[src/design/swpr_pkg.sv]
// ----------------------------------------------------------------------------
// swpr_pkg
// Shared types and constants for the sync word packet receiver.
// ----------------------------------------------------------------------------
package swpr_pkg;

	localparam int unsigned BYTE_W   = 8;
	localparam int unsigned PERIOD_W = 16;
	localparam int unsigned RETRY_W  = 4;
	localparam int unsigned SYNC_W   = 16;
	localparam int unsigned CFG_IDX_W = 2;
	localparam int unsigned CFG_DATA_W = 16;

	localparam logic [BYTE_W-1:0]   MAX_LENGTH_RST     = 8'd255;
	localparam logic [PERIOD_W-1:0] TIMEOUT_PERIOD_RST = 16'd256;
	localparam logic [RETRY_W-1:0]  RETRY_COUNT_RST    = 4'd3;
	localparam logic [SYNC_W-1:0]   SYNC_WORD_RST      = 16'hC0DE;

	typedef enum logic [CFG_IDX_W-1:0] {
		CFG_MAX_LENGTH     = 2'd0,
		CFG_TIMEOUT_PERIOD = 2'd1,
		CFG_RETRY_COUNT    = 2'd2,
		CFG_SYNC_WORD      = 2'd3
	} cfg_idx_t;

	typedef enum logic [1:0] {
		MODE_START = 2'd0,
		MODE_BYTE  = 2'd1,
		MODE_TICK  = 2'd2,
		MODE_NONE  = 2'd3
	} mode_t;

	typedef enum logic [2:0] {
		EV_NONE  = 3'd0,
		EV_BYTE  = 3'd1,
		EV_LAST  = 3'd2,
		EV_EMPTY = 3'd3,
		EV_NOPKT = 3'd4,
		EV_DTMO  = 3'd5
	} event_t;

	typedef struct packed {
		logic [BYTE_W-1:0]   max_length;
		logic [PERIOD_W-1:0] timeout_period;
		logic [RETRY_W-1:0]  retry_count;
		logic [SYNC_W-1:0]   sync_word;
	} cfg_t;

	typedef struct packed {
		event_t            event_res;
		logic [BYTE_W-1:0] data;
		logic [BYTE_W-1:0] length;
	} res_t;

endpackage

[src/design/sync_word_packet_receiver.sv]
// An accepted request is held in the input register, then moves on into the result
// register once it is free; throughput one request per cycle when not stalled.
// The result register frees itself when taken, so both sides stream freely.
// Reset clears the deframer to idle and loads the register defaults
// (max length 255, timeout 256 ticks, 3 retries, sync word C0 DE).
// ----------------------------------------------------------------------------
// sync_word_packet_receiver
// Sync word and length prefixed packet deframer with timeout and retries.
// ----------------------------------------------------------------------------
module sync_word_packet_receiver (
	input  logic                              clk,
	input  logic                              arst_n,
	input  logic                              s_tvalid,
	output logic                              s_tready,
	input  logic [7:0]                        s_tdata,   // [7:0] rx_byte
	input  logic [1:0]                        s_tuser,   // [1:0] mode
	output logic                              m_tvalid,
	input  logic                              m_tready,
	output logic [15:0]                       m_tdata,   // [7:0] data, [15:8] length
	output logic [2:0]                        m_tuser,   // [2:0] event_res
	input  logic                              cfg_valid,
	output logic                              cfg_ready,
	input  logic [swpr_pkg::CFG_IDX_W-1:0]    cfg_index,
	input  logic [swpr_pkg::CFG_DATA_W-1:0]   cfg_data
);

	swpr_pkg::cfg_t             cfg_q;
	logic                       valid_s1;
	logic [1:0]                 mode_s1;
	logic [swpr_pkg::BYTE_W-1:0] byte_s1;
	logic                       out_free;
	logic                       step;
	swpr_pkg::res_t             res;
	swpr_pkg::res_t             res_q;
	logic                       out_valid_q;

	assign cfg_ready = 1'b1;

	always_ff @(posedge clk or negedge arst_n) begin
		if (!arst_n) begin
			cfg_q.max_length     <= swpr_pkg::MAX_LENGTH_RST;
			cfg_q.timeout_period <= swpr_pkg::TIMEOUT_PERIOD_RST;
			cfg_q.retry_count    <= swpr_pkg::RETRY_COUNT_RST;
			cfg_q.sync_word      <= swpr_pkg::SYNC_WORD_RST;
		end else if (cfg_valid) begin
			unique case (swpr_pkg::cfg_idx_t'(cfg_index))
				swpr_pkg::CFG_MAX_LENGTH:
					cfg_q.max_length <= cfg_data[swpr_pkg::BYTE_W-1:0];
				swpr_pkg::CFG_TIMEOUT_PERIOD:
					cfg_q.timeout_period <= cfg_data[swpr_pkg::PERIOD_W-1:0];
				swpr_pkg::CFG_RETRY_COUNT:
					cfg_q.retry_count <= cfg_data[swpr_pkg::RETRY_W-1:0];
				swpr_pkg::CFG_SYNC_WORD:
					cfg_q.sync_word <= cfg_data[swpr_pkg::SYNC_W-1:0];
				default: ;
			endcase
		end
	end

	// stage 1 advances whenever the result register is empty or being drained
	assign out_free = !out_valid_q || m_tready;
	assign step     = valid_s1 && out_free;
	assign s_tready = !valid_s1 || out_free;

	always_ff @(posedge clk or negedge arst_n) begin
		if (!arst_n) begin
			valid_s1 <= 1'b0;
		end else if (s_tready) begin
			valid_s1 <= s_tvalid;
		end
	end

	always_ff @(posedge clk) begin
		if (s_tready && s_tvalid) begin
			mode_s1 <= s_tuser;
			byte_s1 <= s_tdata;
		end
	end

	swpr_core u_core (
		.clk     (clk),
		.arst_n  (arst_n),
		.step    (step),
		.mode    (mode_s1),
		.rx_byte (byte_s1),
		.cfg     (cfg_q),
		.res     (res)
	);

	always_ff @(posedge clk or negedge arst_n) begin
		if (!arst_n) begin
			out_valid_q <= 1'b0;
		end else if (out_free) begin
			out_valid_q <= step;
		end
	end

	always_ff @(posedge clk) begin
		if (step) begin
			res_q <= res;
		end
	end

	assign m_tvalid = out_valid_q;
	assign m_tdata  = {res_q.length, res_q.data};
	assign m_tuser  = res_q.event_res;

endmodule

[src/design/swpr_core.sv]
// ----------------------------------------------------------------------------
// swpr_core
// Deframer state and next-state logic; one request handled per step.
// ----------------------------------------------------------------------------
module swpr_core (
	input  logic                                clk,
	input  logic                                arst_n,
	input  logic                                step,
	input  logic [1:0]                          mode,
	input  logic [swpr_pkg::BYTE_W-1:0]         rx_byte,
	input  swpr_pkg::cfg_t                      cfg,
	output swpr_pkg::res_t                      res
);

	typedef enum logic [2:0] {
		PH_IDLE  = 3'd0,
		PH_HUNT  = 3'd1,
		PH_SYNC2 = 3'd2,
		PH_LEN   = 3'd3,
		PH_DATA  = 3'd4
	} phase_t;

	phase_t                              phase_q, phase_d;
	logic [swpr_pkg::RETRY_W-1:0]        retries_q, retries_d;
	logic [swpr_pkg::PERIOD_W-1:0]       ticks_q, ticks_d, ticks_inc;
	logic [swpr_pkg::BYTE_W-1:0]         remain_q, remain_d, remain_dec;
	logic [swpr_pkg::BYTE_W-1:0]         pkt_len_q, pkt_len_d;
	logic                                timeout;

	assign ticks_inc  = ticks_q + 1'b1;
	assign remain_dec = remain_q - 1'b1;
	assign timeout    = (ticks_inc == cfg.timeout_period);

	always_comb begin
		phase_d       = phase_q;
		retries_d     = retries_q;
		ticks_d       = ticks_q;
		remain_d      = remain_q;
		pkt_len_d     = pkt_len_q;
		res.event_res = swpr_pkg::EV_NONE;
		res.data      = '0;
		res.length    = '0;
		if (mode == swpr_pkg::MODE_START) begin
			retries_d = cfg.retry_count;
			ticks_d   = '0;
			remain_d  = '0;
			phase_d   = PH_HUNT;
		end else if (phase_q != PH_IDLE && mode == swpr_pkg::MODE_TICK) begin
			ticks_d = ticks_inc;
			if (timeout) begin
				priority if (phase_q == PH_DATA) begin
					phase_d       = PH_IDLE;
					res.event_res = swpr_pkg::EV_DTMO;
				end else if (retries_q == '0) begin
					phase_d       = PH_IDLE;
					res.event_res = swpr_pkg::EV_NOPKT;
				end else begin
					retries_d = retries_q - 1'b1;
					ticks_d   = '0;
					phase_d   = PH_HUNT;
				end
			end
		end else if (phase_q != PH_IDLE && mode == swpr_pkg::MODE_BYTE) begin
			unique case (phase_q)
				PH_HUNT: begin
					ticks_d = '0;
					if (rx_byte == cfg.sync_word[swpr_pkg::SYNC_W-1 -: swpr_pkg::BYTE_W])
						phase_d = PH_SYNC2;
				end
				PH_SYNC2: begin
					phase_d = (rx_byte == cfg.sync_word[swpr_pkg::BYTE_W-1:0]) ? PH_LEN
						: PH_HUNT;
				end
				PH_LEN: begin
					priority if (rx_byte > cfg.max_length) begin
						phase_d = PH_HUNT;
					end else if (rx_byte == '0) begin
						pkt_len_d     = '0;
						phase_d       = PH_IDLE;
						res.event_res = swpr_pkg::EV_EMPTY;
					end else begin
						pkt_len_d = rx_byte;
						remain_d  = rx_byte;
						phase_d   = PH_DATA;
					end
				end
				PH_DATA: begin
					remain_d = remain_dec;
					res.data = rx_byte;
					if (remain_dec == '0) begin
						phase_d       = PH_IDLE;
						res.event_res = swpr_pkg::EV_LAST;
						res.length    = pkt_len_q;
					end else begin
						res.event_res = swpr_pkg::EV_BYTE;
					end
				end
				default: begin
					phase_d = PH_IDLE;
				end
			endcase
		end
	end

	always_ff @(posedge clk or negedge arst_n) begin
		if (!arst_n) begin
			phase_q   <= PH_IDLE;
			retries_q <= '0;
			ticks_q   <= '0;
			remain_q  <= '0;
			pkt_len_q <= '0;
		end else if (step) begin
			phase_q   <= phase_d;
			retries_q <= retries_d;
			ticks_q   <= ticks_d;
			remain_q  <= remain_d;
			pkt_len_q <= pkt_len_d;
		end
	end

endmodule

[config.mk]
export PLATFORM = sky130hd
export DESIGN_NAME = sync_word_packet_receiver
export DESIGN_NICKNAME = d
export VERILOG_FILES = /design/src/design/swpr_pkg.sv /design/src/design/sync_word_packet_receiver.sv /design/src/design/swpr_core.sv
export SDC_FILE = /design/constraint.sdc
export NUM_CORES = 1
export LEC_CHECK = 0
export BUFFER_PORTS_ARGS = -buffer_cell sky130_fd_sc_hd__buf_2
export CAP_MARGIN = 20
export CORE_MARGIN = 3
export CORE_UTILIZATION = 27
export DETAILED_ROUTE_END_ITERATION = 16
export GPL_ROUTABILITY_DRIVEN = 0
export PLACE_DENSITY = 0.48
export SLEW_MARGIN = 20
export SYNTH_ARGS = -nofsm -noshare
export SYNTH_HDL_FRONTEND = slang
export SYNTH_SLANG_ARGS = --single-unit
[constraint.sdc]
create_clock -name clk -period 4.5 [get_ports clk]
set_clock_uncertainty 0.05 [all_clocks]
set_input_delay 0 -clock clk [delete_from_list [all_inputs] [get_ports clk]]
set_output_delay 0 -clock clk [all_outputs]
set_load 0.01 [all_outputs]
After elaboration in Yosys (flattened, before gate mapping). Index checks and enable logic that the tools add are counted.

Add/subtract/negate cells: 3. Magnitude comparators: 1. Equal/unequal tests: 20. Multiplexer cells: 42. Bitwise logic cells: 6. Reduce and logical (&&, ||, !) cells: 31.

Operator list (count): $mux 16 (8); $mux 8 (7); $mux 3 (14); $mux 4 (5); $mux 19 (1); $add 16x1->16 const B (1); $eq 16x16->1 (1); $eq 8x8->1 (2); $logic_not 8->1 (2); $pmux 8 s2 (1); $pmux 3 s4 (1); $reduce_and 6->1 (2); $reduce_bool 3->1 (4); $reduce_and 5->1 (2); $gt 8x8->1 (1); $reduce_and 2->1 (4); $sub 8x1->8 const B (1); $eq 2x2->1 const B (3); $eq 3x2->1 const B (2); $mux 2 (3); $ne 2x1->1 const B (3); $ne 3x2->1 const B (2); $not 1->1 (6); $pmux 3 s2 (1); other kinds (17) (26).

Bits in registers: 114. Bits of input ports: 33. Output and inout bits: 22. Word-level logic and storage cells: 119.

Logic depth before layout (Yosys ltp).
Word-level depth: 7. Depth in mapped cells: 11. Gate-level depth less buffers: 10.

Cells and area by module. A second synthesis with hierarchy kept.

Cells, all modules: 567. Area total of the unflattened synthesis: 6192.2 um^2.

By module, submodules not included: swpr_core (instances 1, cells each 434, area an instance 3528.4 um^2, sequential area each 975.9 um^2); sync_word_packet_receiver (instances 1, cells each 133, area an instance 2663.8 um^2, sequential area each 2045.7 um^2).

Least setup slack after synthesis. No wires, ideal clock.

Kind: register to register. From: register u_core.ticks_q[0] (netlist name). To: register u_core.phase_q[0]. Arrival time: 2.433 ns. Path slack: 1.948 ns. Cell stages (with the launch flop): 10. Buffers on the path: 0. Path through: dfrtp_1 > ha_1 > nand3_2 > nor4_4 > xnor2_1 > o22ai_1 > nor4_4 > nor2_1 > or4b_1 > nand3_1.

Cells in the longest elaborated chain, start to end: 4.

Ends and longest elaborated chain: start, declared (RTL line swpr_core.sv:25) `logic [swpr_pkg::PERIOD_W-1:0] ticks_q, ticks_d, ticks_inc;`; start signal, assigned (RTL line swpr_core.sv:115) `ticks_q <= ticks_d;`; $add 16x1->16 (RTL line swpr_core.sv:30) `assign ticks_inc = ticks_q + 1'b1;`; $eq 16x16->1 (RTL line swpr_core.sv:32) `assign timeout = (ticks_inc == cfg.timeout_period);`; $ne 3x1->1 (no line); $reduce_and 5->1 (no line); end signal, assigned (RTL line swpr_core.sv:113) `phase_q <= phase_d;`; end, declared (RTL line swpr_core.sv:23) `phase_t phase_q, phase_d;`.

Every way passes these cells. A chain may end at the register's enable or synchronous reset.

Worst setup path after layout.
From: register u_core.ticks_q[0] (netlist name). To: register u_core.ticks_q[4] (netlist name).

Cells in the longest elaborated chain, start to end: 6. Elaborated cells on any way between the ends: 7. Those cells by class: add/sub: 1; eq/ne: 1; mux: 5.

Ends and longest elaborated chain: $add 16x1->16 (*) (RTL line swpr_core.sv:30); parallel branches: the longest is 2 deep, another holds $eq 16x16->1; $mux 16 (*) (RTL line swpr_core.sv:50) `if (timeout) begin`; $mux 16 (*) (RTL line swpr_core.sv:48) `end else if (phase_q != PH_IDLE && mode == swpr_pkg::MODE_TICK) begin`; $mux 16 (*) (RTL line swpr_core.sv:43) `if (mode == swpr_pkg::MODE_START) begin`.

Mark *: on every way between the ends.

==> metrics.txt <==
final period utilization=72.26%; Core Util, Final=34.43%; area post-placement=6459 µm²; critical path depth in cells=10; Rows=53; worst reg2reg setup slack=1.25 ns; TritonCTS Buffers=17; met3 Resource Use GR=2.843%; area taken by multi-input logic gates=2724 µm²; Starting DRT DRC Count=260; Initial Utilization=27.77%; # DRC=0; family with the most delay on the worst path=compound AO/OA/AOI/OAI gates; Seq cells post-synth=114; Worst Hold Class=in -> reg; Core Box Area=21290 µm²; Clock Pin Slew Worst Setup and Hold Paths=0.05 ns; Slew @ Worst Pin=0.9944 ns; Via density=4.846; nets=682; gr busiest metal=met2; drt total wl=14990 µm; filler-free cell count of the finished design=924; syn_area_per_cell=10.73 µm²; Worst path slowest cell=a21oi_2; critical path class=reg -> reg; max cap viols=0; WP buf/inv=1; CP startpoint=u_core.ticks_q[0]; GRT overflow=0; Setup crit end kind=flip-flop; asr flop ratio synth=74.56%; first-pass GRT wire length=24260 µm; Finished Cell Area=7330 µm²; Area growth syn-to-layout=24.01%; min cycle time layout=3.252 ns; Final Hold Viols=0; Synth cell types=58; Worst VDD drop=250.9 µV; share of cells above drive strength 1=24.81%; cells along the critical path=ha_1 > nand3_2 > nor3_1 > nor3_1 > o2111ai_1 > nor4_4 > buf_4 > a21oi_2 > a21oi_1 > o21ai_0; PwrDens=448.0 nW/µm²; final slew viol count=0; cells after synthesis=551; routed vias=4478; Die H=154.0 µm; Setup Total Neg Slack=0 ns; RR Startpoint=u_core.ticks_q[0]; Max Fclk=307.5 MHz; Die Span X=154.0 µm; per-cell routed wire length=16.22 µm; Setup crit end=u_core.ticks_q[4]; routing usage on met1=17.98%; reg-to-reg endpoint=u_core.ticks_q[4]; vias in the first global route=4571; gr usage total=12.96%; pin count of the biggest net entering global routing=73; hold wc startpoint=cfg_index[1]; multiplexer share of the synthesized area=9.251%; CTS tree=yes; die outline area=23700 µm²; xor and xnor area share after synthesis=5.927%; H-Tree Level Count=4; CTS max path bufs=2; # diodes=0; area share of and/or/nand/nor cells after synthesis=17.46%; Worst Reg2Reg Path Length in Cells=10; Hold Slack=0.02879 ns; RSZ-0062 raised after global routing=no; met2 global-route usage=19.57%; CP required=4.78 ns; final setup fails=0; root buffer cell=clkbuf_16; cell leakage power=3.047 nW; adder-cell share of the synthesized area=2.752%; Net Count, Synth=597; sequential area share after synthesis=51.12%; Worst path max stage delay=0.76 ns; CTS sink cnt=114; Ys Warns=0; status=completed; Crit Path Max Fanout=23; Mapped Area=5911 µm²; number of enable flip-flop cells after synthesis=29; Register Area=3022 µm²; Antenna Violating Nets Remaining=0; initial antenna violation count=0; # placed instances=861; critical path's most frequent cell=nor3_1; crit path DAT=3.53 ns; number of fill cells=2148; Buffers on Ports=53; Startpoint Class=flip-flop; Post-synth top flop=dfrtp_1; Compound-Gate Fraction of Synth Area=10.63%; TritonRoute pass-1 iters=4; main combinational cell family by area after synthesis=simple AND/OR/NAND/NOR gates; IO Pins=55; Max-slew headroom=33.71%; DP HPWL=10580 µm; Skew-Pair Late Insertion Delay=0.42 ns
## registers in the layout (all words and copies together) (netlist names)
signal            flops
cfg_q                44
u_core.ticks_q       16
m_tuser               3
byte_s1               8
u_core.phase_q        3
m_tdata              16
valid_s1              1
u_core.pkt_len_q      8
mode_s1               2
u_core.remain_q       8
m_tvalid              1
u_core.retries_q      4
## cell usage after synthesis (all sizes together), types with 2 or more instances
library cell / count / area [µm²]
a211oi: 8 / 60.06
a21o: 5 / 37.54
a21oi: 29 / 148.9
a22o: 3 / 26.28
a31oi: 3 / 18.77
and2: 11 / 68.82
and3: 13 / 81.33
buf: 7 / 37.54
clkbuf: 15 / 56.30
dfrtp: 66 / 1652
dfstp: 19 / 499.2
edfxtp: 29 / 870.8
ha: 13 / 162.7
inv: 19 / 71.32
mux2: 45 / 506.7
mux2i: 4 / 40.04
nand2: 49 / 183.9
nand2b: 5 / 31.28
nand3: 19 / 105.1
nand3b: 4 / 30.03
nand4: 8 / 50.05
nor2: 28 / 107.6
nor2b: 5 / 31.28
nor3: 19 / 105.1
nor3b: 5 / 37.54
nor4: 7 / 73.82
o2111ai: 2 / 17.52
o211a: 2 / 20.02
o21ai: 35 / 175.2
o22ai: 10 / 62.56
or2: 3 / 18.77
or3: 3 / 18.77
or3b: 3 / 26.28
or4: 3 / 26.27
xnor2: 21 / 183.9
xor2: 19 / 166.4
## kinds of logic after synthesis
logic type,count (synthesis)
other cells,1
xor+xnor,40
simple gates,189
fa+ha+maj,13
buf+inv,41
compound gates,104
flops,114
mux,49
## worst reg2reg max path: cells and delay by family, from the launching register on
family / cells / cell delay [ns]
AND/OR/NAND/NOR: 4 / 0.79
AO/OA/AOI/OAI: 4 / 1.42
flip-flops: 1 / 0.43
buffers and inverters: 1 / 0.20
adder cells (fa/ha/maj): 1 / 0.28
## what timing repair did
item	4_1_cts	5_1_grt
setup buffers	0	0
hold endpoints to repair	69	0
hold buffers	31	0
gates resized for setup	0	0
## layout by cell type (no fill, tap or decap), types with 4 or more instances in the layout
cell,n
clkbuf_16,17
a21o_1,5
xor2_1,19
clkinv_2,4
buf_4,5
inv_1,19
o21ai_0,30
and3_1,13
dfrtp_1,66
nand2b_1,5
ha_1,13
buf_2,52
nor3b_1,5
mux2i_1,4
o21ai_1,5
nand2_1,49
mux2_2,45
o22ai_1,10
a211oi_1,8
edfxtp_1,29
dfstp_2,19
nor2b_1,5
nor2_1,27
clkinv_1,4
nand4_1,8
xnor2_1,21
nor3_1,17
nand3b_1,4
nor4_1,5
a21oi_1,28
nand3_1,17
dlygate4sd3_1,31
and2_1,11
## worst min path at each step
| stage | to | slack, ns | depth (start not counted) |
|---|---|---|---|
| 3_5_place_dp | cfg_q[26] | -0.19 | 1 |
| 3_3_place_gp | cfg_q[26] | -0.19 | 1 |
| 5_1_grt | cfg_q[42] | 0.06 | 5 |
| 4_1_cts | cfg_q[41] | 0.02 | 5 |
| 2_1_floorplan | cfg_q[0] | -0.35 | 0 |
| 6_report | cfg_q[37] | 0.03 | 5 |
## power breakdown
part           internal [mW]  leakage [nW]  total [mW]  switching [mW]
Clock                  0.814         0.268        1.27           0.458
Sequential              1.24          1.32        1.37           0.136
Combinational          0.294          1.45       0.637           0.343
## layer usage
layer / vias to the layer above / wire, µm
li1: 2156 / -
met1: 2220 / 7543
met2: 88 / 6815
met3: 14 / 425
met4: 0 / 202
met5: - / 0
## layout make-up
cell class | count | share of cell area, %
Sequential cell | 114 | 41.23
Multi-Input combinational cell | 396 | 37.16
Timing Repair Buffer | 88 | 8.296
Clock buffer | 19 | 6.043
Clock inverter | 13 | 1.605
Tap cell | 275 | 4.694
Inverter | 19 | 0.9730
## metrics by stage
stage / power (mW) / setup slack, ns
final: 3.284 / 1.248
after global routing: 3.474 / 0.8432
after CTS: 3.322 / 1.245
after detailed placement: 2.005 / 1.277
after global placement: 1.982 / 1.345
after floorplan: 1.811 / 1.948
Note: power is estimated with default switching activity, not from simulation.
